$ cat config.mk
export PLATFORM = sky130hd
export DESIGN_NAME = fpa_prep
export DESIGN_NICKNAME = d
export VERILOG_FILES = /design/src/rtl/core/fixed_point_alu_assert.svh /design/src/rtl/core/fpa_pkg.sv /design/src/rtl/core/fpa_prep.sv
export SDC_FILE = /design/constraint.sdc
export NUM_CORES = 2
export LEC_CHECK = 0
export BUFFER_PORTS_ARGS = -buffer_cell sky130_fd_sc_hd__buf_2
export CORE_UTILIZATION = 25
export DETAILED_ROUTE_END_ITERATION = 8
export GPL_ROUTABILITY_DRIVEN = 0
export PLACE_DENSITY = 0.42
export SLEW_MARGIN = 20
export SYNTH_ARGS = -nofsm -noshare
export SYNTH_HDL_FRONTEND = slang
export SYNTH_SLANG_ARGS = --single-unit
$ cat constraint.sdc
create_clock -name clk_i -period 0.8 [get_ports clk_i]
set_clock_uncertainty 0.1 [all_clocks]
set_input_delay 0.12 -clock clk_i [delete_from_list [all_inputs] [get_ports clk_i]]
set_output_delay 0.12 -clock clk_i [all_outputs]
set_load 0.05 [all_outputs]
$ cat src/rtl/core/fixed_point_alu_assert.svh
// assertion macros for the fixed-point alu
// no dependencies; included by the top level
`ifndef FIXED_POINT_ALU_ASSERT_SVH
`define FIXED_POINT_ALU_ASSERT_SVH

// consequent must hold whenever antecedent holds
`define FPA_ASSERT_IMPL(label, clk, rst_n, ante, cons) \
  label: assert property (@(posedge clk) disable iff (!rst_n) (ante) |-> (cons)) \
    else $error("assertion failed");

// condition must never be true
`define FPA_ASSERT_NEVER(label, clk, rst_n, cond) \
  label: assert property (@(posedge clk) disable iff (!rst_n) !(cond)) \
    else $error("assertion failed");

`endif

$ cat src/rtl/core/fpa_pkg.sv
// types, codes and saturation helper for the fixed-point alu
// no dependencies
`default_nettype none
package fpa_pkg;

  typedef enum logic [3:0] {
    KIND_ADD      = 4'd0,
    KIND_SUB      = 4'd1,
    KIND_MUL      = 4'd2,
    KIND_DIV      = 4'd3,
    KIND_GT       = 4'd4,
    KIND_LT       = 4'd5,
    KIND_GE       = 4'd6,
    KIND_LE       = 4'd7,
    KIND_EQ       = 4'd8,
    KIND_NE       = 4'd9,
    KIND_MIN      = 4'd10,
    KIND_MAX      = 4'd11,
    KIND_INC      = 4'd12,
    KIND_DEC      = 4'd13,
    KIND_FROM_INT = 4'd14,
    KIND_TO_INT   = 4'd15
  } kind_e;

  localparam int QuoBits = 33;

  typedef struct packed {
    kind_e              kind;
    logic signed [31:0] operand_a;
    logic signed [31:0] operand_b;
  } in_word_t;

  typedef struct packed {
    logic signed [31:0] result_value;
    logic               compare_true;
    logic               overflowed;
    logic               divide_by_zero;
  } out_word_t;

  typedef struct packed {
    logic        ovf;
    logic [31:0] value;
  } sat_t;

  typedef struct packed {
    kind_e              kind;
    logic [31:0]        res;
    logic               cmp;
    logic               ovf;
    logic               dz;
    logic               neg;
    logic               dovf;
    logic signed [63:0] prod;
  } side_t;

  typedef struct packed {
    side_t               side;
    logic [63:0]         rem;
    logic [31:0]         den;
    logic [QuoBits-1:0]  quo;
  } div_t;

  // saturate a magnitude with sign into the signed 32-bit range
  function automatic sat_t sat_mag(input logic [63:0] mag, input logic neg);
    sat_t s;
    if (!neg) begin
      if (mag > 64'h0000_0000_7fff_ffff) begin
        s.ovf   = 1'b1;
        s.value = 32'h7fff_ffff;
      end else begin
        s.ovf   = 1'b0;
        s.value = mag[31:0];
      end
    end else begin
      if (mag > 64'h0000_0000_8000_0000) begin
        s.ovf   = 1'b1;
        s.value = 32'h8000_0000;
      end else begin
        s.ovf   = 1'b0;
        s.value = (~mag[31:0]) + 32'd1;
      end
    end
    return s;
  endfunction

endpackage
`default_nettype wire

$ cat src/rtl/core/fpa_prep.sv
// operand stage: simple ops, magnitudes, divider setup and the multiplier
// depends on fpa_pkg
`default_nettype none
module fpa_prep import fpa_pkg::*; #(
  parameter int FRACTION_BITS = 8
) (
  input  wire      clk_i,
  input  wire      rst_ni,
  input  wire      en_i,
  input  wire      valid_i,
  input  in_word_t word_i,
  output logic     valid_o,
  output div_t     div_o
);

  function automatic sat_t sat33(input logic [32:0] s);
    sat_t r;
    if (s[32] != s[31]) begin
      r.ovf   = 1'b1;
      r.value = s[32] ? 32'h8000_0000 : 32'h7fff_ffff;
    end else begin
      r.ovf   = 1'b0;
      r.value = s[31:0];
    end
    return r;
  endfunction

  logic signed [31:0] a, b;
  logic [32:0]        a33, b33;
  logic [31:0]        mag_a, mag_b;
  logic [63:0]        num;
  sat_t               sat_r;
  logic               cmp_r;
  div_t               div_d;
  logic               valid_q;
  div_t               div_q;

  assign a     = word_i.operand_a;
  assign b     = word_i.operand_b;
  assign a33   = {a[31], a};
  assign b33   = {b[31], b};
  assign mag_a = a[31] ? (~a) + 32'd1 : a;
  assign mag_b = b[31] ? (~b) + 32'd1 : b;
  assign num   = {32'd0, mag_a} << FRACTION_BITS;

  always_comb begin
    sat_r = '0;
    cmp_r = 1'b0;
    case (word_i.kind)
      KIND_ADD:      sat_r = sat33(a33 + b33);
      KIND_SUB:      sat_r = sat33(a33 - b33);
      KIND_MUL:      sat_r = '0;
      KIND_DIV:      sat_r = '0;
      KIND_GT:       cmp_r = a > b;
      KIND_LT:       cmp_r = a < b;
      KIND_GE:       cmp_r = a >= b;
      KIND_LE:       cmp_r = a <= b;
      KIND_EQ:       cmp_r = a == b;
      KIND_NE:       cmp_r = a != b;
      KIND_MIN:      sat_r.value = (a < b) ? a : b;
      KIND_MAX:      sat_r.value = (a > b) ? a : b;
      KIND_INC:      sat_r = sat33(a33 + 33'd1);
      KIND_DEC:      sat_r = sat33(a33 - 33'd1);
      KIND_FROM_INT: sat_r = sat_mag(num, a[31]);
      KIND_TO_INT:   sat_r.value = a >>> FRACTION_BITS;
      default:       sat_r = '0;
    endcase
  end

  always_comb begin
    div_d.side.kind = word_i.kind;
    div_d.side.res  = sat_r.value;
    div_d.side.cmp  = cmp_r;
    div_d.side.ovf  = sat_r.ovf;
    div_d.side.dz   = (word_i.kind == KIND_DIV) && (b == 32'sd0);
    div_d.side.neg  = a[31] ^ b[31];
    // quotient would not fit in the divider width: saturates anyway
    div_d.side.dovf = {1'b0, num} >= ({33'd0, mag_b} << QuoBits);
    div_d.side.prod = a * b;
    div_d.rem       = num;
    div_d.den       = mag_b;
    div_d.quo       = '0;
  end

  always_ff @(posedge clk_i or negedge rst_ni) begin
    if (!rst_ni) begin
      valid_q <= 1'b0;
    end else if (en_i) begin
      valid_q <= valid_i;
    end
  end

  always_ff @(posedge clk_i) begin
    if (en_i) begin
      div_q <= div_d;
    end
  end

  assign valid_o = valid_q;
  assign div_o   = div_q;

endmodule
`default_nettype wire

==> key figures <==
Worst setup path
  • CP max FO: 9
  • Most used cell, CP: fa_1
  • Max incr delay on CP: 0.57 ns
  • Critical Path End Type: flip-flop
  • Setup CP Type: in2reg
  • Required @ worst endpoint: 1.02 ns
  • Cell at the slowest stage of the critical path: fa_2
  • WP data arrival: 7.42 ns
  • Worst setup SP type: input port
  • R2R setup slack: -0.06 ns
  • CP bufs+invs: 8
  • Critical path's top delay family: adder cells

Routing
  • ANT nets after route: 0
  • Routed WL per cell: 22.7 um
  • DRT iter0 DRCs: 3,118
  • Residual DRC: 0
  • Routed WL: 221,000 um
  • Via count: 45,378
  • DRT Pass-1 Iters: 5
  • Via density: 4.66

Hold path
  • Hold crit path type: in2reg

Timing
  • Fin worst setup slack: -6.40 ns
  • Final Critical Period: 7.20 ns
  • RSZ-0062 raised after global routing: yes
  • Worst slew pin tran: 0.988 ns
  • Worst slew margin: 33.8%
  • Hold Slack: -0.112 ns
  • Final period util: 900%
  • Fmax achieved: 139 MHz
  • Slew Limit Fails: 0
  • Setup violators final: 334
  • Final hold viol count: 14

Clock network
  • Total CTS buffers: 17
  • Skew-Pair Late Insertion Delay: 0.56 ns
  • Max Buffers Root-to-Sink: 2
  • H-tree depth: 4
  • Clock net sink count: 170
  • Clock root cell: clkbuf_16
  • Clock transition at path regs: 0.09 ns
  • CTS hold repair buffers: 7
  • CTS tree: done

Run status
  • Violated checks: negative hold slack, negative setup slack
  • Status: finished, violations left

Global routing
  • Initial antenna violation count: 22
  • Largest net degree at the start of global routing: 53
  • First-pass GRT wire length: 328,000 um
  • Grt ovf: 0
  • Vias in the first global route: 48,274
  • GR Util All Layers: 21.4%

Placement
  • Hpwl dp: 188,000 um
  • Placed cell area: 68,200 sq um
  • # port buffers: 241
  • Cell total after placement: 9,576

Layout
  • Most common cell after layout, fill and taps aside: buf_4
  • Final Cell Area: 72,600 sq um
  • Most frequent cells in the layout: buf_4 (1,189), fa_1 (1,019), inv_1 (992)
  • Non-Filler Instances: 9,731
  • Layout cell share with drive strength beyond 1: 32.1%
  • Final core utilization: 35.5%
  • Area Growth Syn to Fin: 41.0%
  • Fin nets: 8,436

Logic synthesis
  • Avg Cell Area, Syn: 8.96 sq um
  • Top post-synthesis cells by area: fa_1 (42%), edfxtp_1 (9.9%), inv_1 (7.7%)
  • Netlist area before placement: 51,500 sq um
  • Synth top area share: 42.2%
  • Seq cells post-synth: 170
  • Post-synth EDFFs: 169
  • Mapped Cells: 5,746
  • Seq/Total Area, Yosys: 9.91%
  • Yosys cell types: 92
  • Async set or reset register ratio after synthesis: 0.588%
  • Ys Warns: 0
  • Top FF cell, synth: edfxtp_1
  • Synth area leader: fa_1

Floorplan
  • Die Height: 456 um
  • Rows: 166
  • Die Width: 456 um
  • Die Area: 208,000 sq um
  • Num ports: 307
  • Initial Util: 25.2%
  • Core area: 205,000 sq um

Job
  • Max_cap viols: 0
-- layout make-up --
type,instances,area (sq um)
tap,2688,3360
inverter,1072,4140
sequential,170,5100
multi-input combinational,4129,44000
clock inverter,13,120
clock buffer,18,429
antenna,11,27.5
timing repair buffer,1630,15400
fill,20963,132000
-- state kept, by name (all words and copies together) (netlist names) --
| register | flops |
|---|---|
| valid_o | 1 |
| div_o | 169 |
-- path summary, 6_finish.rpt --
kind | from | to | cells after the start
worst max-delay path | word_i[38] | div_o[189] | 29
worst min-delay path | en_i | div_o[194] | 2
worst max register to register | valid_o | valid_o | 1
worst min register to register | valid_o | valid_o | 1
max in group asynchronous | rst_ni | valid_o | 3
min in group asynchronous | rst_ni | valid_o | 3
-- cell families (layout without fill, tap and decap cells) --
| kind of cell | after synthesis | in the layout | share of synthesized area (%) |
|---|---|---|---|
| AOI/OAI and AO/OA | 751 | 751 | 9.39 |
| xor gates and xnor gates | 256 | 256 | 4.36 |
| adders and majority gates | 1344 | 1344 | 48.5 |
| buffers and inverters | 1511 | 2733 | 11.5 |
| DFF | 170 | 170 | 9.91 |
| muxes | 22 | 22 | 0.433 |
| other | 1 | 76 | 0.00728 |
| and+or+nand+nor | 1691 | 1691 | 15.9 |
-- cell usage after synthesis, drive strengths merged, types with 60 or more instances --
master and n:
inv 1063, nor3 71, fa 1084, buf 134, edfxtp 169, a21o 60, ha 260, a21oi 247
xor2 68, o21ai 144, xnor2 188, clkbuf 305, and2 351, nand3 89, nor2 348, nand2 609
-- through the flow --
stage / setup slack, ns / TNS, ns
2_1_floorplan: -7.46 / -521.14
3_3_place_gp: -8.08 / -708.09
3_5_place_dp: -8.06 / -707.10
4_1_cts: -6.39 / -619.08
5_1_grt: -6.58 / -633.81
6_report: -6.40 / -611.67
-- per-layer routing --
layer,track usage (%),up-vias,share of wire [%]
li1,-,20328,-
met1,27.7,23381,42
met2,36.1,1361,49
met3,2.54,292,4.8
met4,9.02,16,4.6
met5,0,-,0.046
-- timing repair --
action | 4_1_cts | 5_1_grt
pin swaps | 147 | 101
endpoints found under the hold margin | 19 | 14
setup endpoints to repair | 334 | 333
gates cloned | 5 | 1
setup buffers | 80 | 31
resized for setup | 457 | 224
Power is not shown: default switching activity piles up to over one toggle a cycle in this logic, so the estimate is an artifact.
