--- src/rtl/core/fixed_point_alu_assert.svh ---
// assertion macros for the fixed-point alu
// no dependencies; included by the top level
`ifndef FIXED_POINT_ALU_ASSERT_SVH
`define FIXED_POINT_ALU_ASSERT_SVH

// consequent must hold whenever antecedent holds
`define FPA_ASSERT_IMPL(label, clk, rst_n, ante, cons) \
  label: assert property (@(posedge clk) disable iff (!rst_n) (ante) |-> (cons)) \
    else $error("assertion failed");

// condition must never be true
`define FPA_ASSERT_NEVER(label, clk, rst_n, cond) \
  label: assert property (@(posedge clk) disable iff (!rst_n) !(cond)) \
    else $error("assertion failed");

`endif

--- src/rtl/core/fpa_pkg.sv ---
// types, codes and saturation helper for the fixed-point alu
// no dependencies
`default_nettype none
package fpa_pkg;

  typedef enum logic [3:0] {
    KIND_ADD      = 4'd0,
    KIND_SUB      = 4'd1,
    KIND_MUL      = 4'd2,
    KIND_DIV      = 4'd3,
    KIND_GT       = 4'd4,
    KIND_LT       = 4'd5,
    KIND_GE       = 4'd6,
    KIND_LE       = 4'd7,
    KIND_EQ       = 4'd8,
    KIND_NE       = 4'd9,
    KIND_MIN      = 4'd10,
    KIND_MAX      = 4'd11,
    KIND_INC      = 4'd12,
    KIND_DEC      = 4'd13,
    KIND_FROM_INT = 4'd14,
    KIND_TO_INT   = 4'd15
  } kind_e;

  localparam int QuoBits = 33;

  typedef struct packed {
    kind_e              kind;
    logic signed [31:0] operand_a;
    logic signed [31:0] operand_b;
  } in_word_t;

  typedef struct packed {
    logic signed [31:0] result_value;
    logic               compare_true;
    logic               overflowed;
    logic               divide_by_zero;
  } out_word_t;

  typedef struct packed {
    logic        ovf;
    logic [31:0] value;
  } sat_t;

  typedef struct packed {
    kind_e              kind;
    logic [31:0]        res;
    logic               cmp;
    logic               ovf;
    logic               dz;
    logic               neg;
    logic               dovf;
    logic signed [63:0] prod;
  } side_t;

  typedef struct packed {
    side_t               side;
    logic [63:0]         rem;
    logic [31:0]         den;
    logic [QuoBits-1:0]  quo;
  } div_t;

  // saturate a magnitude with sign into the signed 32-bit range
  function automatic sat_t sat_mag(input logic [63:0] mag, input logic neg);
    sat_t s;
    if (!neg) begin
      if (mag > 64'h0000_0000_7fff_ffff) begin
        s.ovf   = 1'b1;
        s.value = 32'h7fff_ffff;
      end else begin
        s.ovf   = 1'b0;
        s.value = mag[31:0];
      end
    end else begin
      if (mag > 64'h0000_0000_8000_0000) begin
        s.ovf   = 1'b1;
        s.value = 32'h8000_0000;
      end else begin
        s.ovf   = 1'b0;
        s.value = (~mag[31:0]) + 32'd1;
      end
    end
    return s;
  endfunction

endpackage
`default_nettype wire

--- src/rtl/core/fpa_div_step.sv ---
// one restoring division step producing one quotient bit, registered
// depends on fpa_pkg
`default_nettype none
module fpa_div_step import fpa_pkg::*; #(
  parameter int SHIFT = 0
) (
  input  wire  clk_i,
  input  wire  rst_ni,
  input  wire  en_i,
  input  wire  valid_i,
  input  div_t div_i,
  output logic valid_o,
  output div_t div_o
);

  logic [63:0] den_sh;
  div_t        div_d;
  logic        valid_q;
  div_t        div_q;

  assign den_sh = {32'd0, div_i.den} << SHIFT;

  always_comb begin
    div_d = div_i;
    if (div_i.rem >= den_sh) begin
      div_d.rem        = div_i.rem - den_sh;
      div_d.quo[SHIFT] = 1'b1;
    end
  end

  always_ff @(posedge clk_i or negedge rst_ni) begin
    if (!rst_ni) begin
      valid_q <= 1'b0;
    end else if (en_i) begin
      valid_q <= valid_i;
    end
  end

  always_ff @(posedge clk_i) begin
    if (en_i) begin
      div_q <= div_d;
    end
  end

  assign valid_o = valid_q;
  assign div_o   = div_q;

endmodule
`default_nettype wire

--- config.mk ---
export PLATFORM = sky130hd
export DESIGN_NAME = fpa_div_step
export DESIGN_NICKNAME = d
export VERILOG_FILES = /design/src/rtl/core/fixed_point_alu_assert.svh /design/src/rtl/core/fpa_pkg.sv /design/src/rtl/core/fpa_div_step.sv
export SDC_FILE = /design/constraint.sdc
export NUM_CORES = 1
export LEC_CHECK = 0
export ABC_AREA = 1
export ABC_CLOCK_PERIOD_IN_PS = 1800
export BUFFER_PORTS_ARGS = -buffer_cell sky130_fd_sc_hd__buf_2
export CAP_MARGIN = 20
export CORE_AREA = 5 5 179 181
export CTS_CLUSTER_DIAMETER = 120
export DETAILED_ROUTE_END_ITERATION = 10
export DIE_AREA = 0 0 184 186
export PLACE_DENSITY = 0.74
export SYNTH_ARGS = -nofsm -noshare
export SYNTH_HDL_FRONTEND = slang
export SYNTH_SLANG_ARGS = --single-unit
--- constraint.sdc ---
create_clock -name clk_i -period 1.8 [get_ports clk_i]
set_input_delay 0.54 -clock clk_i [delete_from_list [all_inputs] [get_ports clk_i]]
set_output_delay 0.54 -clock clk_i [all_outputs]
set_load 0.05 [all_outputs]
==> results of run 1 <==
==> final cells by class <==
type | count | area, um2
Multi-Input combinational cell | 804 | 5130
Timing Repair Buffer | 760 | 4920
Fill cell | 2526 | 11000
Sequential cell | 235 | 7050
Tap cell | 396 | 495
Inverter | 217 | 840
Clock buffer | 32 | 694
Clock inverter | 16 | 115
Antenna cell | 6 | 15.0
==> worst max-delay path, delay by kind of cell <==
family                     cells  cell delay (ps)
and+or+nand+nor                9              670
adders and majority gates      2              530
buffers and inverters          5              460
AOI/OAI and AO/OA              1               80
==> metal layers <==
layer  up-vias  track usage, %
met2       525            49.4
met1      5646            37.0
li1       5687               -
met3        99            8.31
met4         8            8.73
met5         -               0
==> synthesized netlist by cell type (3+ instances only) <==
cell and count:
nand2_1 418, edfxtp_1 234, inv_1 210, nor2_1 114, nand3_1 63, ha_1 32
a21oi_1 30, nand4_1 23, a21oi_2 20, xnor2_1 19, nor3_1 16, o21ai_1 10
o21ai_2 10, nor2_2 9, o21ai_0 9, inv_2 7, buf_6 6, xor2_1 6
a21o_1 5, o21bai_1 5, buf_2 3, nand2_2 3, or2_2 3
==> report_power, final <==
group	internal [W]	switching, W	total, W
clock network	0.00289	0.00223	0.00512
logic	0.00165	0.00349	0.00515
registers	0.00661	0.000198	0.00680
total	0.0111	0.00592	0.0171
==> layout by cell type, fill, tap and decap left out, drive strengths merged <==
master,synthesis,layout
a21o,5,5
edfxtp,234,234
or2,4,4
dlygate4sd3,0,1
clkbuf,1,35
bufinv,0,1
mux2,1,1
and3,1,1
clkinv,0,13
nand4,23,23
bufbuf,0,1
o21ai,29,29
a21oi,50,50
xor2,6,6
nand3b,1,1
nand3,64,64
nand2,421,421
a31oi,1,1
clkinvlp,0,1
buf,10,755
inv,217,218
xnor2,19,19
diode,0,6
fa,1,1
ha,32,32
nor3,16,16
and2,1,1
dfrtp,1,1
nor2,124,124
o21bai,5,5
==> cells by family after synthesis <==
group           synth area share (%)
simple gates                    22.6
mux                           0.0947
xor+xnor                        1.84
fa+ha+maj                       3.53
buf+inv                         7.70
compound gates                  4.96
flops                           59.3
==> timing repair <==
action / 4_1_cts / 5_1_grt
gates cloned: 2 / 3
setup buffers: 13 / 9
hold endpoints to repair: 1 / 0
hold buffers: 1 / 0
setup endpoints to repair: 82 / 77
pin swaps: 34 / 50
resized for setup: 145 / 165
==> worst max path at each step <==
| stage | from | end | slack [ps] | depth (start not counted) |
|---|---|---|---|---|
| after floorplan | div_i[65] | div_o[66] | -570 | 17 |
| after detailed placement | div_i[58] | div_o[124] | -970 | 14 |
| after global placement | div_i[58] | div_o[124] | -970 | 14 |
| after CTS | div_i[65] | div_o[116] | -200 | 18 |
| final | div_i[65] | div_o[85] | -220 | 17 |
| after global routing | div_i[65] | div_o[70] | -280 | 16 |
==> per-stage QoR <==
step,hold slack (ps),setup TNS [ps],setup slack (ps)
final,179,-11130,-223
after global routing,161,-15750,-284
after CTS,160,-10040,-201
after detailed placement,320,-55100,-971
after global placement,317,-53520,-968
after floorplan,244,-32070,-575
==> state kept, by name, summed over array words and instances, names as in the netlist <==
| register | cells |
|---|---|
| div_o | 234 |
| valid_o | 1 |
==> flow_metrics.py, run 1 <==
metrics = {
    "status": {
        "status": "finished with violations",
        "violations": "setup timing",
    },
    "sta": {
        "hold_viol": 0,
        "grt_setup_unrepaired": "true",
        "postLayoutSetupSlackWorst_ps": -223,
        "final_max_slew_viol_count": 0,
        "period_needed_ps": 2020,
        "skew_ps": 0,
        "fmax_ghz": 0.494,
        "relSlewSlack_pct": 75.1,
        "setup_viol_count_final": 73,
        "finalCritPeriodShare_pct": 112,
        "worst_pin_slew_ps": 372,
    },
    "setup_path": {
        "crit_slowest_cell": "fa_2",
        "reg2reg_to": "valid_o",
        "r2r_setup_slack_ps": 1030,
        "cp_common_cell": "nand2_2",
        "path_max_fanout": 9,
        "crit_type": "in -> reg",
        "cpPeakStageDelay_ps": 370,
        "crit_chain": "buf_12, inv_12, ha_4, fa_2, inv_2, nand2_2, nand2_2, nand3_2, nand2_2, nand2_2, nand2_4, nand2_4, nand3_4, inv_8, buf_12, nand2_1, o21ai_1",
        "cp-end-kind": "flip-flop",
        "arrival_ps": 2300,
        "r2r_start": "valid_o",
        "r2r_cells": 1,
        "cp-start-kind": "input pin",
        "critPathRequiredTime_ps": 2080,
    },
    "min_path": {
        "hold_depth": 1,
        "holdCritStartpoint": "div_i[199]",
        "holdCritPathClass": "in -> reg",
        "min_to": "div_o[199]",
    },
    "clock_network": {
        "htreeDepth": 1,
        "clk_pin_slew_ps": 60,
        "root_buffer": "clkbuf_16",
        "cts_buffers": 26,
        "clock_path_buffers": 3,
        "insertion_delay_ps": 530,
        "cts_tree": "built",
        "cts.sinks": 235,
    },
    "floorplanning": {
        "die_x_um": 184,
        "start_util_pct": 39.3,
        "core_mm2": 0.0303,
        "dieArea_mm2": 0.0342,
        "rows": 64,
        "fp.dieH_um": 186,
        "num_io_pins": 473,
    },
    "finish": {
        "nNetsFinal": 2315,
        "final_design_area_no_fill_mm2": 0.0193,
        "area_growth_pct": 61.9,
        "drive_above_1_share_pct": 53.1,
        "stdcell_count": 2466,
        "utilization_pct": 63.6,
    },
    "route": {
        "wl_met2_mm": 25.7,
        "wl_met1_mm": 20.9,
        "routed-wl-met3_mm": 5.36,
        "drc": 0,
        "drt-wirelength-per-cell_um": 21.8,
        "vias_per_cell": 4.85,
        "wl_mm": 53.8,
        "drtPass1Iterations": 5,
        "drt_iter0_drc": 957,
        "ant_nets": 0,
        "top_layer": "met5",
        "vias": 12000,
    },
    "logic_synthesis": {
        "synth_top_area_cell": "edfxtp_1",
        "synth_top_area_share_pct": 59.1,
        "synth.avg_cell_area_um2": 9.39,
        "syn_inst": 1267,
        "ys_ff_latch": 235,
        "synth_edf_count": 234,
        "yosys_warnings": 0,
        "yosys-top-cells-area": "edfxtp_1, nand2_1, inv_1",
        "ys.flop_type": "edfxtp_1",
        "synth-async-reset-ratio_pct": 0.426,
        "ys_seq_area_share_pct": 59.3,
        "netlist_area_mm2": 0.0119,
        "syn_nets": 1538,
        "ys_types": 35,
    },
    "placed_design": {
        "dp_cells": 2385,
        "portBuffers": 472,
        "place_area_mm2": 0.0171,
        "hpwl_mm": 43.5,
        "place_congestion": 0.929,
    },
    "job": {
        "maxCapViolations": 0,
    },
    "global_routing": {
        "grt_first_pass_wirelength_mm": 73.9,
        "antenna_found_initial": 11,
        "grt_pass1_vias": 12000,
        "overflow": 0,
        "grt_max_degree": 42,
        "grt_usage_pct": 29.3,
    },
    "power": {
        "leakage_nw": 9.05,
        "cellPowerDensity_mw_per_mm2": 887,
        "irDropWorstVdd_uv": 593,
        "power.total_w": 0.0171,
    },
}
Power figures use the tool's default switching activity.
==> run 2: changes to the inputs <==
Settings changed: CTS_BUF_LIST from default to sky130_fd_sc_hd__clkbuf_4 sky130_fd_sc_hd__clkbuf_8.
==> run 2 against run 1 <==
  * The run still ends with setup timing left
  * Non-clock buffer count is 3 lower
  * Cell count is 0.81% higher
  * Sequential power hardly changed
  * Total power is 0.15% lower
  * Sequential cell count stayed put
  * Fmax is 1.6% lower
  * Highest routed layer unchanged
  * Setup slack worse by 33 ps
  * Global-route usage is 0.45 points higher
  * Die area stayed put
==> flow_metrics.py, run 2 (same netlist as run 1, synthesis figures left out) <==
metrics = {
    "status": {
        "status": "finished with violations",
        "violations": "setup timing",
    },
    "finish": {
        "final_common_cell": "buf_2",
        "largest_reg_flops": 234,
        "final_cell_mix": "buf_2, nand2_1, buf_4",
        "nNetsFinal": 2326,
        "drive_above_1_share_pct": 51.4,
        "utilization_pct": 63.1,
        "area_growth_pct": 60.7,
    },
    "clock_network": {
        "root_buffer": "clkbuf_8",
        "cts.sinks": 235,
        "cts_buffers": 40,
        "htreeDepth": 2,
        "clk_pin_slew_ps": 60,
        "cts_tree": "built",
        "clock_path_buffers": 3,
        "insertion_delay_ps": 550,
    },
    "placed_design": {
        "portBuffers": 472,
        "hpwl_mm": 43.5,
        "place_congestion": 0.929,
    },
    "sta": {
        "postLayoutSetupSlackWorst_ps": -256,
        "final_max_slew_viol_count": 0,
        "hold_viol": 0,
        "fmax_ghz": 0.486,
        "skew_ps": 0,
        "relSlewSlack_pct": 75.2,
        "setup_viol_count_final": 75,
        "period_needed_ps": 2060,
        "grt_setup_unrepaired": "true",
        "hold_slack_ps": 155,
        "finalCritPeriodShare_pct": 114,
        "worst_pin_slew_ps": 370,
        "setup_tns_ps": -13130,
    },
    "power": {
        "leakage_nw": 9.07,
        "irDropWorstVdd_uv": 599,
        "cellPowerDensity_mw_per_mm2": 892,
        "power.total_w": 0.0170,
    },
    "global_routing": {
        "grt_usage_pct": 29.8,
        "grt_first_pass_wirelength_mm": 74.7,
        "overflow": 0,
        "grt_pass1_vias": 12100,
        "antenna_found_initial": 14,
        "grt_max_degree": 42,
    },
    "floorplanning": {
        "die_x_um": 184,
        "dieArea_mm2": 0.0342,
        "start_util_pct": 39.3,
        "num_io_pins": 473,
        "rows": 64,
        "core_mm2": 0.0303,
        "fp.dieH_um": 186,
    },
    "route": {
        "drtPass1Iterations": 5,
        "vias_per_cell": 4.84,
        "drt_iter0_drc": 913,
        "drc": 0,
        "ant_nets": 0,
        "drt-wirelength-per-cell_um": 21.6,
        "wl_mm": 53.6,
        "vias": 12000,
    },
    "setup_path": {
        "arrival_ps": 2380,
        "crit_type": "in -> reg",
        "path_max_fanout": 5,
        "cp-start-kind": "input pin",
        "critPathRequiredTime_ps": 2120,
        "cp-end-kind": "flip-flop",
    },
    "job": {
        "maxCapViolations": 0,
    },
    "min_path": {
        "holdCritPathClass": "in -> reg",
    },
}
-- run 2: cell types whose count changed in the layout (fill, tap and decap cells not counted), sizes merged --
cell,previous run,this run
clkinvlp,1,2
diode,6,8
clkbuf,35,56
inv,218,219
bufinv,1,3
clkinv,13,6
-- run 2: repair_timing --
| action | in CTS | in global routing |
|---|---|---|
| endpoints found under the hold margin | 1 | 0 |
| pin swaps | 28 | 25 |
| gates cloned | 4 | 0 |
| hold buffers | 1 | 0 |
| endpoints found under the setup margin | 85 | 82 |
| buffers inserted | 17 | 5 |
| gates resized for setup | 158 | 96 |
-- run 2: where the power goes --
group	switching, W	internal [W]	leakage [nW]
Clock	0.00231	0.00287	0.431
Combinational	0.00344	0.00162	6.33
Sequential	0.000197	0.00661	2.30
-- run 2: through the flow --
| stage | setup WS (ps) | instances | instance area (um2) |
|---|---|---|---|
| floorplan | -575 | 1267 | 12200 |
| global placement | -968 | 2385 | 17100 |
| detailed placement | -971 | 2385 | 17100 |
| CTS | -194 | 2476 | 18800 |
| global route | -324 | 2482 | 19100 |
| finish | -256 | 2486 | 19100 |
-- run 2: final cells by class --
type	instances	area (um2)
diodes	8	20.0
clock buffers	56	677
clock inverters	13	150
fillers	2555	11200
inverters	217	840
multi-input cells	804	4940
flip-flops and latches	235	7050
well taps	396	495
repair buffers	757	4940
-- run 2: layer usage --
layer | vias up | GRT usage, % | wire length (um)
li1 | 5713 | - | -
met3 | 105 | 8.91 | 5560
met4 | 8 | 9.55 | 1660
met5 | - | 0 | 59
met1 | 5649 | 37.8 | 20800
met2 | 563 | 49.2 | 25500
-- run 2: worst max-delay path, cell delays in order --
cell and delay (ps):
buf_12 90, inv_12 30, ha_4 160, fa_2 370
inv_2 100, nand2_2 50, nand2_2 50, nand3_2 70
nand2_2 90, nand2_2 70, nand2_4 90, nand2_4 60
nand3_4 170, buf_12 160, buf_12 110, nand3_2 60
nand2_1 60, nand2_1 40
-- run 2: final timing paths --
kind / slack [ps] / endpoint / cells past startpoint / from
hold / removal: 150 / div_o[198] / 1 / div_i[198]
setup reg to reg: 1030 / valid_o / 1 / valid_o
max in group asynchronous: 1390 / valid_o / 2 / rst_ni
hold reg to reg: 550 / valid_o / 1 / valid_o
min in group asynchronous: 320 / valid_o / 2 / rst_ni
setup / recovery: -260 / div_o[118] / 18 / div_i[65]
==> run 3: changes to the inputs <==
Settings changed: PLACE_DENSITY 0.74 to 0.67.
==> run 3 against run 2 <==
  * The flow still finishes with violations (setup timing)
  * Sequential share of layout area is 0.34 points higher
  * Non-clock buffer count is 6 lower
  * First-iteration DRC count is 12% lower
==> flow_metrics.py, run 3 (same netlist as run 1, synthesis figures left out) <==
metrics = {
    "min_path": {
        "hold_depth": 1,
        "holdCritPathClass": "in -> reg",
        "min_to": "div_o[192]",
        "holdCritStartpoint": "div_i[192]",
    },
    "setup_path": {
        "crit_slowest_cell": "fa_2",
        "critPathRequiredTime_ps": 2200,
        "crit_start": "div_i[65]",
        "r2r_cells": 1,
        "cpPeakStageDelay_ps": 340,
        "cp-end-kind": "flip-flop",
        "arrival_ps": 2380,
        "reg2reg_to": "valid_o",
        "path_max_fanout": 7,
        "cp_common_cell": "nand2_2",
        "cp-start-kind": "input pin",
        "crit_type": "in -> reg",
        "crit_chain": "buf_12, inv_12, ha_4, fa_2, inv_2, nand2_1, nand2_1, nand3_2, nand2_2, nand2_2, nand2_2, nand2_2, nand3_4, inv_8, buf_12, buf_12, a21oi_4",
        "r2r_setup_slack_ps": 990,
        "r2r_start": "valid_o",
    },
    "sta": {
        "skew_ps": 0,
        "relSlewSlack_pct": 74.2,
        "fmax_ghz": 0.504,
        "postLayoutSetupSlackWorst_ps": -184,
        "finalCritPeriodShare_pct": 110,
        "period_needed_ps": 1980,
        "final_max_slew_viol_count": 0,
        "setup_viol_count_final": 69,
        "grt_setup_unrepaired": "true",
        "hold_viol": 0,
        "worst_pin_slew_ps": 384,
    },
    "job": {
        "maxCapViolations": 0,
    },
    "clock_network": {
        "cts_tree": "built",
        "insertion_delay_ps": 540,
        "root_buffer": "clkbuf_8",
        "htreeDepth": 2,
        "clk_pin_slew_ps": 60,
        "clock_path_buffers": 3,
        "cts_buffers": 41,
        "cts.sinks": 235,
    },
    "power": {
        "leakage_nw": 9.00,
        "pwr-share-clk_pct": 29.1,
        "p_seq_share_pct": 40.9,
        "irDropWorstVdd_uv": 475,
        "cellPowerDensity_mw_per_mm2": 876,
        "internal_power_w": 0.0108,
        "switchingPower_w": 0.00584,
        "p_comb_share_pct": 30.0,
        "swShare_pct": 35.2,
    },
    "floorplanning": {
        "rows": 64,
        "start_util_pct": 39.3,
        "num_io_pins": 473,
        "dieArea_mm2": 0.0342,
        "die_x_um": 184,
        "fp.dieH_um": 186,
        "core_mm2": 0.0303,
    },
    "placed_design": {
        "hpwl_mm": 42.4,
        "place_congestion": 0.979,
        "dp_slack_ps": -970,
        "portBuffers": 472,
        "place_area_mm2": 0.0170,
    },
    "status": {
        "violations": "setup timing",
        "status": "finished with violations",
    },
    "route": {
        "drt-wirelength-per-cell_um": 21.2,
        "wl_mm": 52.4,
        "drt_iter0_drc": 803,
        "vias_per_cell": 4.77,
        "drc": 0,
        "vias": 11800,
        "drtPass1Iterations": 5,
        "ant_nets": 0,
    },
    "finish": {
        "area_growth_pct": 59.2,
        "utilization_pct": 62.6,
        "final_common_cell": "buf_2",
        "final_design_area_no_fill_mm2": 0.0189,
        "largest_reg_flops": 234,
        "final_cell_mix": "buf_2, nand2_1, buf_4",
        "nNetsFinal": 2321,
        "fillers": 2659,
        "drive_above_1_share_pct": 51.1,
    },
    "global_routing": {
        "grt_usage_pct": 29.3,
        "grt_first_pass_wirelength_mm": 73.8,
        "overflow": 0,
        "grt_max_degree": 50,
        "antenna_found_initial": 9,
        "grt_pass1_vias": 12100,
    },
}
run 3: how the worst max path moves through the flow:
stage,end,slack (ps),cells past startpoint
finish,div_o[108],-180,17
global route,div_o[72],-260,17
CTS,div_o[108],-150,17
detailed placement,div_o[92],-970,15
global placement,div_o[92],-920,15
floorplan,div_o[66],-570,17
run 3: stage by stage:
stage          hold WS (ps)  power [W]  std cells  TNS, ps
2_1_floorplan           244    0.00962       1267   -32070
3_3_place_gp            317     0.0115       2379   -54860
3_5_place_dp            319     0.0116       2379   -55550
4_1_cts                 132     0.0166       2469    -6820
5_1_grt                 131     0.0173       2475   -13780
6_report                164     0.0166       2475    -9560
run 3: timing repair:
item                       4_1_cts  5_1_grt
hold endpoints to repair         1        0
setup endpoints to repair       80       82
hold buffers                     1        0
pin swaps                       24       14
gates cloned                     4        1
resized for setup              196       51
setup buffers                   14        4
run 3: routing by layer:
metal  track usage [%]  vias to the layer above  wire length, um
met5                 0                        -               63
met4              9.38                       10             1810
met3              7.64                      110             4610
met2              48.9                      488            24800
met1              37.5                     5522            21100
li1                  -                     5687                -
run 3: area by class of cell:
| cell class | count | area (um2) | area share (%) |
|---|---|---|---|
| tap | 396 | 495 | 2.62 |
| clock inverter | 23 | 161 | 0.852 |
| multi-input combinational | 804 | 4890 | 25.8 |
| sequential | 235 | 7050 | 37.2 |
| antenna | 1 | 2.50 | 0.0132 |
| clock buffer | 48 | 617 | 3.26 |
| inverter | 217 | 837 | 4.42 |
| timing repair buffer | 751 | 4880 | 25.8 |
run 3: worst max-delay path: cells and delay by family:
| kind | cells | cell delay [ps] |
|---|---|---|
| compound gates | 1 | 100 |
| fa+ha+maj | 2 | 500 |
| buf+inv | 6 | 590 |
| simple gates | 8 | 640 |
run 3: power by group through the flow:
stage / registers [W] / clock network (W) / logic, W
finish: 0.00679 / 0.00483 / 0.00497
CTS: 0.00678 / 0.00493 / 0.00492
global route: 0.00682 / 0.00522 / 0.00523
floorplan: 0.00860 / 0 / 0.00102
global placement: 0.00687 / 0 / 0.00464
detailed placement: 0.00688 / 0 / 0.00467
