[config.mk]
export PLATFORM = sky130hd
export DESIGN_NAME = fpa_post
export DESIGN_NICKNAME = d
export VERILOG_FILES = /design/src/rtl/core/fixed_point_alu_assert.svh /design/src/rtl/core/fpa_pkg.sv /design/src/rtl/core/fpa_post.sv
export SDC_FILE = /design/constraint.sdc
export NUM_CORES = 1
export LEC_CHECK = 0
export CAP_MARGIN = 10
export CORE_MARGIN = 2
export CORE_UTILIZATION = 65
export CTS_CLUSTER_SIZE = 10
export DETAILED_ROUTE_END_ITERATION = 12
export DONT_BUFFER_PORTS = 1
export MAX_ROUTING_LAYER = met4
export PLACE_DENSITY = 0.93
export SLEW_MARGIN = 10
export SYNTH_ARGS = -nofsm -noshare
export SYNTH_HDL_FRONTEND = slang
export SYNTH_SLANG_ARGS = --single-unit
[constraint.sdc]
create_clock -name clk_i -period 1 [get_ports clk_i]
set_input_delay 0.1 -clock clk_i [delete_from_list [all_inputs] [get_ports clk_i]]
set_output_delay 0.1 -clock clk_i [all_outputs]
set_load 0.05 [all_outputs]
[src/rtl/core/fixed_point_alu_assert.svh]
// assertion macros for the fixed-point alu
// no dependencies; included by the top level
`ifndef FIXED_POINT_ALU_ASSERT_SVH
`define FIXED_POINT_ALU_ASSERT_SVH

// consequent must hold whenever antecedent holds
`define FPA_ASSERT_IMPL(label, clk, rst_n, ante, cons) \
  label: assert property (@(posedge clk) disable iff (!rst_n) (ante) |-> (cons)) \
    else $error("assertion failed");

// condition must never be true
`define FPA_ASSERT_NEVER(label, clk, rst_n, cond) \
  label: assert property (@(posedge clk) disable iff (!rst_n) !(cond)) \
    else $error("assertion failed");

`endif

[src/rtl/core/fpa_pkg.sv]
// types, codes and saturation helper for the fixed-point alu
// no dependencies
`default_nettype none
package fpa_pkg;

  typedef enum logic [3:0] {
    KIND_ADD      = 4'd0,
    KIND_SUB      = 4'd1,
    KIND_MUL      = 4'd2,
    KIND_DIV      = 4'd3,
    KIND_GT       = 4'd4,
    KIND_LT       = 4'd5,
    KIND_GE       = 4'd6,
    KIND_LE       = 4'd7,
    KIND_EQ       = 4'd8,
    KIND_NE       = 4'd9,
    KIND_MIN      = 4'd10,
    KIND_MAX      = 4'd11,
    KIND_INC      = 4'd12,
    KIND_DEC      = 4'd13,
    KIND_FROM_INT = 4'd14,
    KIND_TO_INT   = 4'd15
  } kind_e;

  localparam int QuoBits = 33;

  typedef struct packed {
    kind_e              kind;
    logic signed [31:0] operand_a;
    logic signed [31:0] operand_b;
  } in_word_t;

  typedef struct packed {
    logic signed [31:0] result_value;
    logic               compare_true;
    logic               overflowed;
    logic               divide_by_zero;
  } out_word_t;

  typedef struct packed {
    logic        ovf;
    logic [31:0] value;
  } sat_t;

  typedef struct packed {
    kind_e              kind;
    logic [31:0]        res;
    logic               cmp;
    logic               ovf;
    logic               dz;
    logic               neg;
    logic               dovf;
    logic signed [63:0] prod;
  } side_t;

  typedef struct packed {
    side_t               side;
    logic [63:0]         rem;
    logic [31:0]         den;
    logic [QuoBits-1:0]  quo;
  } div_t;

  // saturate a magnitude with sign into the signed 32-bit range
  function automatic sat_t sat_mag(input logic [63:0] mag, input logic neg);
    sat_t s;
    if (!neg) begin
      if (mag > 64'h0000_0000_7fff_ffff) begin
        s.ovf   = 1'b1;
        s.value = 32'h7fff_ffff;
      end else begin
        s.ovf   = 1'b0;
        s.value = mag[31:0];
      end
    end else begin
      if (mag > 64'h0000_0000_8000_0000) begin
        s.ovf   = 1'b1;
        s.value = 32'h8000_0000;
      end else begin
        s.ovf   = 1'b0;
        s.value = (~mag[31:0]) + 32'd1;
      end
    end
    return s;
  endfunction

endpackage
`default_nettype wire

[src/rtl/core/fpa_post.sv]
// output stage: rounding and saturation of multiply and divide, result select
// depends on fpa_pkg
`default_nettype none
module fpa_post import fpa_pkg::*; #(
  parameter int FRACTION_BITS = 8
) (
  input  wire       clk_i,
  input  wire       rst_ni,
  input  wire       en_i,
  input  wire       valid_i,
  input  div_t      div_i,
  output logic      valid_o,
  output out_word_t word_o
);

  localparam logic [63:0] Half = 64'd1 << (FRACTION_BITS - 1);

  logic [63:0] mul_mag, mul_q, div_qr;
  logic        div_rnd;
  sat_t        mul_s, div_s;
  out_word_t   word_d;
  logic        valid_q;
  out_word_t   word_q;

  assign mul_mag = div_i.side.prod[63] ? (~div_i.side.prod) + 64'd1 : div_i.side.prod;
  assign mul_q   = (mul_mag + Half) >> FRACTION_BITS;
  assign mul_s   = sat_mag(mul_q, div_i.side.prod[63]);

  // round half up on the remainder
  assign div_rnd = {div_i.rem[31:0], 1'b0} >= {1'b0, div_i.den};
  assign div_qr  = {31'd0, div_i.quo} + {63'd0, div_rnd};

  always_comb begin
    if (div_i.side.dovf) begin
      div_s.ovf   = 1'b1;
      div_s.value = div_i.side.neg ? 32'h8000_0000 : 32'h7fff_ffff;
    end else begin
      div_s = sat_mag(div_qr, div_i.side.neg);
    end
  end

  always_comb begin
    word_d.result_value   = div_i.side.res;
    word_d.compare_true   = div_i.side.cmp;
    word_d.overflowed     = div_i.side.ovf;
    word_d.divide_by_zero = 1'b0;
    if (div_i.side.kind == KIND_MUL) begin
      word_d.result_value = mul_s.value;
      word_d.overflowed   = mul_s.ovf;
    end else if (div_i.side.kind == KIND_DIV) begin
      if (div_i.side.dz) begin
        word_d.result_value   = '0;
        word_d.overflowed     = 1'b0;
        word_d.divide_by_zero = 1'b1;
      end else begin
        word_d.result_value = div_s.value;
        word_d.overflowed   = div_s.ovf;
      end
    end
  end

  always_ff @(posedge clk_i or negedge rst_ni) begin
    if (!rst_ni) begin
      valid_q <= 1'b0;
    end else if (en_i) begin
      valid_q <= valid_i;
    end
  end

  always_ff @(posedge clk_i) begin
    if (en_i) begin
      word_q <= word_d;
    end
  end

  assign valid_o = valid_q;
  assign word_o  = word_q;

endmodule
`default_nettype wire

==> results of run 1 <==
-- metrics by stage --
step / setup TNS (ps) / util, % / setup slack, ps
after floorplan: -144810 / - / -4490
after global placement: -143590 / 88.6 / -4560
after CTS: -141340 / 96.6 / -4450
after detailed placement: -160200 / 88.6 / -5110
-- timing repair --
item                                   in CTS
hold buffers                                3
setup buffers                              37
pin swaps                                  85
resized for setup                         169
endpoints found under the hold margin      38
setup endpoints to repair                  47
cloned                                      3
-- metal layers --
layer / global-route usage (%) / overflow
met1: 89.4 / 21
met2: 114 / 460
met3: 77.2 / 23
met4: 107 / 189
met5: - / -
-- kinds of logic after synthesis --
kind of cell,Yosys count
flip-flops,36
AND/OR/NAND/NOR,616
adder cells (fa/ha/maj),39
multiplexers,16
buffers and inverters,150
AO/OA/AOI/OAI,396
XOR/XNOR,159
==> run metrics, run 1 <==
status did not finish; Stopped at 5_1_grt; Stop Error [ERROR GRT-0116] Global routing finished with congestion. Check the congestion regions in the DRC Viewer.; routability cong. 1.17; post-synthesis mux area share 1.72%; gr ovfl total 693; xor-xnor portion of the synthesized cell area 14.1%; Netlist Area Pre-Place 9900 um2; Post-synth EDFFs 35; initial core utilization 65.8%; Area contributors post-synth edfxtp_1, xnor2_1, xor2_1; clock root buffer clkbuf_16; number of global-route vias before repair 20100; Synthesized Nets 1689; Cell variety after synth 94; Synth Area in Compound Gates about 28%; largest family of logic cells by synthesized area simple AND/OR/NAND/NOR gates; adder-cell share of the synthesized area 4.93%; Synth Flop Type edfxtp_1; area post-placement 13300 um2; Placed Cells 1957; # rows 45; Post-synth top cells nand2_1, xnor2_1, nor2_1, o21ai_0, clkbuf_1; syn_area_per_cell 7.01 um2; Synth Area in Simple Gates roughly 34%; post-synthesis cell count 1412; first-pass GRT wire length 120000 um; leading area contributor after synthesis edfxtp_1; Tot GR Track Use 96.3%; largest net degree at the start of global routing around 130; die height around 130 um; top-count cell post-synth nand2_1; Longest Clk Path Bufs 2; H-tree levels 2; TritonCTS Sinks 36; I/O Buffers 0; Chip Width 127 um; DP HPWL 36600 um; Yosys warnings 0; TritonCTS buffer count 5; # IOs 274; post-synth top area share 10.6%; Async SR Flop Fraction under 10%; number of synthesized register bits 36; part of the Yosys area used for sequential elements approximately 11%
==> inputs of run 2 (changes only) <==
CORE_UTILIZATION = 40   (was 65)
CTS_CLUSTER_SIZE = not set   (was 10)
MAX_ROUTING_LAYER = not set   (was met4)
PLACE_DENSITY = not set   (was 0.93)
PLACE_DENSITY_LB_ADDON = 0.15   (was not set)
==> run 2 against run 1 <==
  * The flow now finishes, with violations (negative hold slack, negative setup slack)
  * Synthesized area is the same
  * Synthesized cell count is the same
==> run metrics, run 2 <==
die height 161 um (+27%); commonest non-fill, non-tap cell in the layout buf_4; vias per inst 5.88; part of the Yosys area used for sequential elements 10.9% (unchanged); core box area 24300 um2; initial core utilization 40.7% (-25 points); biggest cell delay along the critical path 480 ps; Hold WS -79.6 ps; Chip Width 161 um (+27%); remaining antenna violation count after routing 0; clk_skew 0 ps; Tot GR Track Use ~29%; Longest Clk Path Bufs 2 (unchanged); first-pass GRT wire length 61600 um; Synth Area in Compound Gates 28.3% (unchanged); clock-pin slew on the worst setup and hold paths 60 ps; DP HPWL 32000 um (-13%); initial antenna violation count 0; critical path class input pin to flip-flop; crit path time final ~5300 ps; RSZ-0062 raised after global routing yes; Synth Flop Type edfxtp_1; clock latency on the worst-skew pair 290 ps; Async SR Flop Fraction 2.78% (unchanged); TritonCTS Sinks 36 (unchanged); VDD IR-drop max around 0.00065 V; Hold WC Path Type input pin to flip-flop; Synth Area in Simple Gates 34.1% (unchanged); post-synthesis cell count 1412 (unchanged); power per cell area 581 nW/um2; number of synthesized register bits 36 (unchanged); Area contributors post-synth edfxtp_1, xnor2_1, xor2_1; most frequent cells in the layout buf_4, nand2_1, xnor2_1; failing checks negative hold slack, negative setup slack; Critical Path Fanout Max 6; Area Overhead vs Synth 50.6%; H-tree levels 2 (unchanged); Post-Place Worst Slack -4920 ps (+192 ps); TritonCTS buffer count 5 (unchanged); final WL slightly below 40000 um; Vias around 13000; Max Slew Vio Count 0; post-synth top area share 10.6% (unchanged); Yosys warnings 0 (unchanged); Leakage 5.97 nW; wire length per cell 18.3 um; Cell variety after synth 94 (unchanged); Multi-input gate area 8950 um2; share of post-route cells with drive strength above 1 36.2%; CTS tree built; CP required 1100 ps; final worst slack -4340 ps; final core occ 61.3%; Crit path max-delay family compound AO/OA/AOI/OAI gates; Slew @ Worst Pin 588 ps; largest net degree at the start of global routing between 100 and 150; storage element area ~1100 um2; Max-Cap Viols 0; I/O Buffers 0 (unchanged); number of setup violations in the final report 43; # rows 57 (+27%); syn_area_per_cell 7.01 um2 (unchanged); Post-synth top cells nand2_1, xnor2_1, nor2_1, o21ai_0, clkbuf_1; WP data arrival ~5400 ps; xor-xnor portion of the synthesized cell area 14.1% (unchanged); initial drt markers 960; Tcrit/Tclk final 534%; DIE AREA 26000 um2; iteration count of the initial detailed-routing pass 5; adder-cell share of the synthesized area 4.93% (unchanged); post-synthesis mux area share 1.72% (unchanged); Fin. Hold Viols 36; largest family of logic cells by synthesized area simple AND/OR/NAND/NOR gates; gr ovfl total 0; max reg flops 35; crit end category flip-flop; Most common cell on crit path o21a_1; number of global-route vias before repair about 12000; # DRC 0; fmax 0.187 GHz; Setup crit start kind input pin; CP max-delay cell or4_1; Fill cells 2232; CP Buf/Inv Count 4; # IOs 274 (unchanged); clock root buffer clkbuf_16; Synthesized Nets 1689 (unchanged); routability cong. 0.934 (-20%); Netlist Area Pre-Place 9900 um2 (unchanged); Post-synth EDFFs 35 (unchanged); fin nets ~2100; leading area contributor after synthesis edfxtp_1; Slew HR 59.8%; # diodes 0; cts hold-fix bufs 3 (unchanged); top-count cell post-synth nand2_1; status finished with violations
==> run 2: cell counts after synthesis <==
No cell type changed its count.
==> run 2: per-layer routing <==
layer | vias up | wire, um | GRT usage, %
li1 | 6251 | - | -
met1 | 5987 | 17000 | 37.8
met2 | 433 | 19200 | 51.1
met3 | 38 | 2660 | 3.70
met4 | 0 | 799 | 6.62
met5 | - | 0 | 0
==> run 2: metrics by stage <==
step                instances  TNS, ps  hold WS, ps  power, mW  instance area [um2]
floorplan                1412  -144810         -196       4.98                10200
global placement         2122  -148940         -196       6.71                13700
detailed placement       2122  -152880         -196       6.76                13700
CTS                      2146  -136040        -79.4       8.48                14300
global route             2162  -149310        -85.1       9.19                14900
finish                   2162  -139300        -79.6       8.65                14900
==> run 2: where the power goes <==
| part | switching [mW] | internal, mW | total (mW) |
|---|---|---|---|
| logic | 2.59 | 2.58 | 5.17 |
| clock network | 0.654 | 0.905 | 1.56 |
| registers | 0.0980 | 1.83 | 1.93 |
==> run 2: logic make-up after synthesis <==
logic type / Yosys count
fa+ha+maj: 39
simple gates: 616
flops: 36
xor+xnor: 159
mux: 16
buf+inv: 150
compound gates: 396
==> run 2: cell type report <==
| type | instances | share of cell area (%) |
|---|---|---|
| clock buffer | 5 | 0.839 |
| clock inverter | 2 | 0.0839 |
| inverter | 57 | 1.49 |
| multi-input combinational | 1226 | 60.1 |
| sequential | 36 | 7.22 |
| tap | 324 | 2.72 |
| timing repair buffer | 512 | 27.6 |
==> run 2: path summary, 6_finish.rpt <==
check,start,end,slack [ps],depth (start not counted)
hold / removal,en_i,word_o[12],-80,0
max in group asynchronous,rst_ni,valid_o,870,1
min in group asynchronous,rst_ni,valid_o,20,1
setup reg to reg,valid_o,valid_o,250,1
hold reg to reg,valid_o,valid_o,520,1
setup / recovery,div_i[65],word_o[13],-4340,31
==> run 2: what timing repair did <==
item / CTS / global route
endpoints found under the setup margin: 50 / 51
pin swaps: 49 / 61
cloned: 1 / 2
hold endpoints to repair: 38 / 36
buffers inserted: 15 / 16
gates resized for setup: 86 / 95
No activity file was read; power rests on OpenSTA's default activity.
==> inputs of run 3 (changes only) <==
CORE_MARGIN = 5   (was 2)
PLACE_DENSITY_LB_ADDON = not set   (was 0.15)
==> run 3 against run 2 <==
  * The flow still finishes with violations (negative hold slack, negative setup slack)
  * Routed wire length increased by 2.6%
  * Clock skew unchanged
  * Hold slack improved by 6.4 ps
  * Maximum frequency increased by 2.8%
  * Critical path type unchanged
==> run metrics, run 3 (synthesis results as in run 2) <==
status finished with violations; failing checks negative hold slack, negative setup slack; final worst slack -4190 ps (+146 ps); sw frac 38.3% (-0.26 points); number of setup violations in the final report 43 (unchanged); initial drt markers 907 (-5.5%); Sw Pwr 3.30 mW (-1.1%); remaining antenna violation count after routing 0 (unchanged); gr ovfl total 0 (unchanged); fmax 0.193 GHz (+2.8%); Slew @ Worst Pin 887 ps (+299 ps); DIE AREA 28000 um2 (+7.6%); initial antenna violation count 2 (+2); H-tree levels 2 (unchanged); CP max-delay cell or3_4; first-pass GRT wire length 63000 um (+2.2%); largest net degree at the start of global routing 129 (unchanged); area post-placement 13700 um2 (-0.22%); Critical Path Fanout Max 4 (-2); TritonCTS buffer count 5 (unchanged); power per cell area 579 nW/um2 (-0.21%); RSZ-0062 raised after global routing yes; Clk pwr share 17.7% (-0.3 points); clk_skew 0 ps (unchanged); vias per inst 5.92 (+0.73%); Fin. Hold Viols 36 (unchanged); TritonCTS Sinks 36 (unchanged); Leakage 5.96 nW (-0.15%); critical path class input pin to flip-flop; DP HPWL 32800 um (+2.4%); wire length per cell 18.8 um (+2.5%); I/O Buffers 0 (unchanged); VDD IR-drop max 0.000562 V (-14%); Max-Cap Viols 0 (unchanged); Hold WC Path Type input pin to flip-flop; routability cong. 0.958 (+2.6%); Tot GR Track Use 26.8% (-2.2 points); Vias 12800 (+0.91%); Multi-input gate area 8950 um2 (about the same); combinational power share 59.9% (+0.2 points); cts hold-fix bufs 3 (unchanged); final WL 40700 um (+2.6%); crit end category flip-flop; Longest Clk Path Bufs 2 (unchanged); Fill cells 2216 (-0.72%); Area Overhead vs Synth 50.2%; Power Internal 5.31 mW (about the same); initial core utilization 40.7% (unchanged); # rows 57 (unchanged); most frequent cells in the layout buf_4, nand2_1, xnor2_1; Tcrit/Tclk final 519% (-15 points); max reg flops 35 (unchanged); Slew HR 39.4% (-20 points); sequential fraction of design power 22.4% (about the same); Most common cell on crit path o21a_1; storage element area 1080 um2 (unchanged); iteration count of the initial detailed-routing pass 5 (unchanged); Max Slew Vio Count 0 (unchanged); biggest cell delay along the critical path 380 ps (-100 ps); share of post-route cells with drive strength above 1 36.4% (+0.18 points); hold-critical path depth 0 (unchanged); # DRC 0 (unchanged); design area 14900 um2 (-0.28%); WP data arrival 5220 ps (-220 ps); Worst R2R Path Depth 1 (unchanged); number of global-route vias before repair 12300 (+1.7%); die height 167 um (+3.7%); clock root buffer clkbuf_16; core box area 24300 um2 (unchanged); Hold WS -73.2 ps (+6.41 ps); Chip Width 167 um (+3.7%); fin nets 2116 (+0.047%); CP required 1030 ps (-70 ps); CTS tree built; Power, Total 8.61 mW (-0.49%); clock latency on the worst-skew pair 280 ps (about the same); commonest non-fill, non-tap cell in the layout buf_4; crit path time final 5190 ps (-146 ps); # IOs 274 (unchanged); Setup crit start kind input pin; clock-pin slew on the worst setup and hold paths 60 ps (about the same)
==> run 3: worst paths after layout <==
kind / start / to / slack [ps]
max: div_i[34] / word_o[31] / -4190
min reg2reg: valid_o / valid_o / 520
min: en_i / word_o[2] / -70
min in group asynchronous: rst_ni / valid_o / 20
max in group asynchronous: rst_ni / valid_o / 880
max reg2reg: valid_o / valid_o / 250
==> run 3: power groups by stage <==
| stage | Combinational, mW | Clock [mW] | Sequential (mW) |
|---|---|---|---|
| after detailed placement | 4.80 | 0 | 1.95 |
| after CTS | 5.00 | 1.53 | 1.93 |
| after floorplan | 2.58 | 0 | 2.39 |
| final | 5.16 | 1.52 | 1.93 |
| after global routing | 5.58 | 1.60 | 1.94 |
| after global placement | 4.72 | 0 | 1.95 |
==> run 3: stage by stage <==
stage / setup WS, ps / TNS [ps] / hold slack (ps) / cells / utilization (%)
floorplan: -4490 / -144810 / -196 / 1412 / -
global placement: -4720 / -148910 / -196 / 2118 / 56.3
detailed placement: -4970 / -153290 / -196 / 2118 / 56.3
CTS: -4160 / -130690 / -77.0 / 2146 / 59.1
global route: -4510 / -142230 / -82.4 / 2166 / 61.1
finish: -4190 / -132570 / -73.2 / 2166 / 61.1
==> run 3: layout make-up <==
type                            count  share of cell area, %
Antenna cell                        2                 0.0337
Clock buffer                        7                  0.892
Clock inverter                      1                 0.0253
Inverter                           57                   1.52
Multi-Input combinational cell   1226                   60.2
Sequential cell                    36                   7.24
Tap cell                          324                   2.73
Timing Repair Buffer              513                   27.4
==> run 3: critical path, delay by kind of cell <==
kind	cells	cell delay (ps)
AOI/OAI and AO/OA	15	2500
xor gates and xnor gates	1	170
adders and majority gates	3	630
buffers and inverters	6	500
and+or+nand+nor	8	1300
==> run 3: routing by layer <==
metal / global-route usage (%) / vias up / part of all wire, %
met2: 46.5 / 479 / 48
met4: 8.50 / 0 / 3.3
met1: 34.2 / 6027 / 42
met5: 0 / - / 0
met3: 4.01 / 76 / 6.9
li1: - / 6243 / -
==> run 3: timing repair <==
action                                  4_1_cts  5_1_grt
resized for setup                            98       90
pin swaps                                    56       51
gates cloned                                  0        2
hold endpoints to repair                     38       36
endpoints found under the setup margin       50       49
setup buffers                                18       19
==> inputs of run 4 (changes only) <==
CTS_BUF_LIST = sky130_fd_sc_hd__clkbuf_8 sky130_fd_sc_hd__clkbuf_16   (was not set)
==> run 4 against run 3 <==
  * The run still ends with negative hold slack, negative setup slack left
  * Core utilization unchanged
  * Final cell count unchanged
  * Clock skew unchanged
  * Global-route usage unchanged
  * Largest power group unchanged
==> run metrics, run 4 (synthesis results as in run 2) <==
status finished with violations; Critical Path Fanout Max 4 (unchanged); initial drt markers 908 (+0.11%); share of post-route cells with drive strength above 1 36.4% (unchanged); CP required 1030 ps (about the same); number of setup violations in the final report 43 (unchanged); power per cell area 578 nW/um2 (-0.23%); clock root buffer clkbuf_16; H-tree levels 2 (unchanged); crit end category flip-flop; Max Slew Vio Count 0 (unchanged); WP data arrival 5230 ps (about the same); Leakage 5.97 nW (+0.14%); I/O Buffers 0 (unchanged); final WL 40700 um (about the same); CP max-delay cell or3_4; Longest Clk Path Bufs 2 (unchanged); wire length per cell 18.8 um (about the same); Tot GR Track Use 26.8% (unchanged); first-pass GRT wire length 63000 um (unchanged); crit path time final 5190 ps (+3.55 ps); Hold WS -73.0 ps (+0.139 ps); final worst slack -4190 ps (-3.55 ps); fmax 0.193 GHz (about the same); Hold WC Path Type input pin to flip-flop; Post-Place Worst Slack -4970 ps (unchanged); Setup crit start kind input pin; critical path class input pin to flip-flop; clock-pin slew on the worst setup and hold paths 60 ps (about the same); initial core utilization 40.7% (unchanged); DP HPWL 32800 um (unchanged); Chip Width 167 um (unchanged); Clk pwr share 17.5% (-0.2 points); clk_skew 0 ps (unchanged); Most common cell on crit path o21a_1; TritonCTS Sinks 36 (unchanged); sw frac 38.4% (+0.10 points); vias per inst 5.92 (about the same); fin nets 2116 (unchanged); clock latency on the worst-skew pair 280 ps (about the same); failing checks negative hold slack, negative setup slack; Max-Cap Viols 0 (unchanged); Slew HR 39.4% (unchanged); combinational power share 60.0% (about the same); TritonCTS buffer count 5 (unchanged); iteration count of the initial detailed-routing pass 5 (unchanged); cts hold-fix bufs 3 (unchanged); biggest cell delay along the critical path 380 ps (about the same); # DRC 0 (unchanged); largest net degree at the start of global routing 129 (unchanged); remaining antenna violation count after routing 0 (unchanged); number of global-route vias before repair 12300 (unchanged); Tcrit/Tclk final 519% (about the same); Area Overhead vs Synth 50.2% (unchanged); CTS tree built; Vias 12800 (-0.086%); VDD IR-drop max 0.000563 V (+0.26%); max reg flops 35 (unchanged); # IOs 274 (unchanged); # rows 57 (unchanged); Sw Pwr 3.30 mW (about the same); commonest non-fill, non-tap cell in the layout buf_4; sequential fraction of design power 22.5% (about the same); initial antenna violation count 2 (unchanged); die height 167 um (unchanged); core box area 24300 um2 (unchanged); gr ovfl total 0 (unchanged); Slew @ Worst Pin 887 ps (unchanged); Power Internal 5.29 mW (-0.39%); DIE AREA 28000 um2 (unchanged); routability cong. 0.958 (unchanged); Fin. Hold Viols 36 (unchanged); most frequent cells in the layout buf_4, nand2_1, xnor2_1; RSZ-0062 raised after global routing yes
-- run 4: routing by layer --
| layer | wire length [um] | vias up | global-route usage (%) |
|---|---|---|---|
| li1 | - | 6242 | - |
| met1 | 16900 | 6022 | 34.2 |
| met2 | 19700 | 480 | 46.5 |
| met3 | 2770 | 70 | 4.01 |
| met4 | 1310 | 0 | 8.50 |
| met5 | 0 | - | 0 |
-- run 4: power by group through the flow --
stage	Sequential, mW	Clock, mW	Combinational [mW]
3_5_place_dp	1.95	0	4.80
3_3_place_gp	1.95	0	4.72
5_1_grt	1.94	1.58	5.58
4_1_cts	1.93	1.51	5.00
6_report	1.93	1.50	5.16
2_1_floorplan	2.39	0	2.58
-- run 4: final cells by class --
type	count	area [um2]
diodes	2	5.00
clock buffers	5	125
clock inverters	3	11.3
fillers	2216	9460
inverters	57	226
multi-input cells	1226	8950
flip-flops and latches	36	1080
well taps	324	405
repair buffers	513	4070
-- run 4: final timing paths --
path | endpoint | slack (ps) | depth (start not counted) | start
max | word_o[31] | -4190 | 33 | div_i[34]
min | word_o[2] | -70 | 0 | en_i
max reg2reg | valid_o | 250 | 1 | valid_o
min reg2reg | valid_o | 520 | 1 | valid_o
max in group asynchronous | valid_o | 880 | 1 | rst_ni
min in group asynchronous | valid_o | 20 | 1 | rst_ni
-- run 4: critical path: cells and delay by family --
| family | cells | cell delay [ps] |
|---|---|---|
| and+or+nand+nor | 8 | 1300 |
| buffers and inverters | 6 | 500 |
| AOI/OAI and AO/OA | 15 | 2500 |
| adders and majority gates | 3 | 630 |
| xor gates and xnor gates | 1 | 170 |
-- run 4: through the flow --
| step | power [mW] | cell area, um2 | utilization, % | setup TNS, ps | instances |
|---|---|---|---|---|---|
| finish | 8.59 | 14900 | 61.1 | -132520 | 2166 |
| global route | 9.11 | 14900 | 61.1 | -142230 | 2166 |
| CTS | 8.44 | 14400 | 59.1 | -130690 | 2146 |
| detailed placement | 6.74 | 13700 | 56.3 | -153290 | 2118 |
| global placement | 6.68 | 13700 | 56.3 | -148910 | 2118 |
| floorplan | 4.98 | 10200 | - | -144810 | 1412 |
-- run 4: timing repair --
| action | CTS | global route |
|---|---|---|
| pin swaps | 56 | 51 |
| resized for setup | 98 | 90 |
| endpoints found under the hold margin | 38 | 36 |
| gates cloned | 0 | 2 |
| endpoints found under the setup margin | 50 | 49 |
| setup buffers | 18 | 19 |
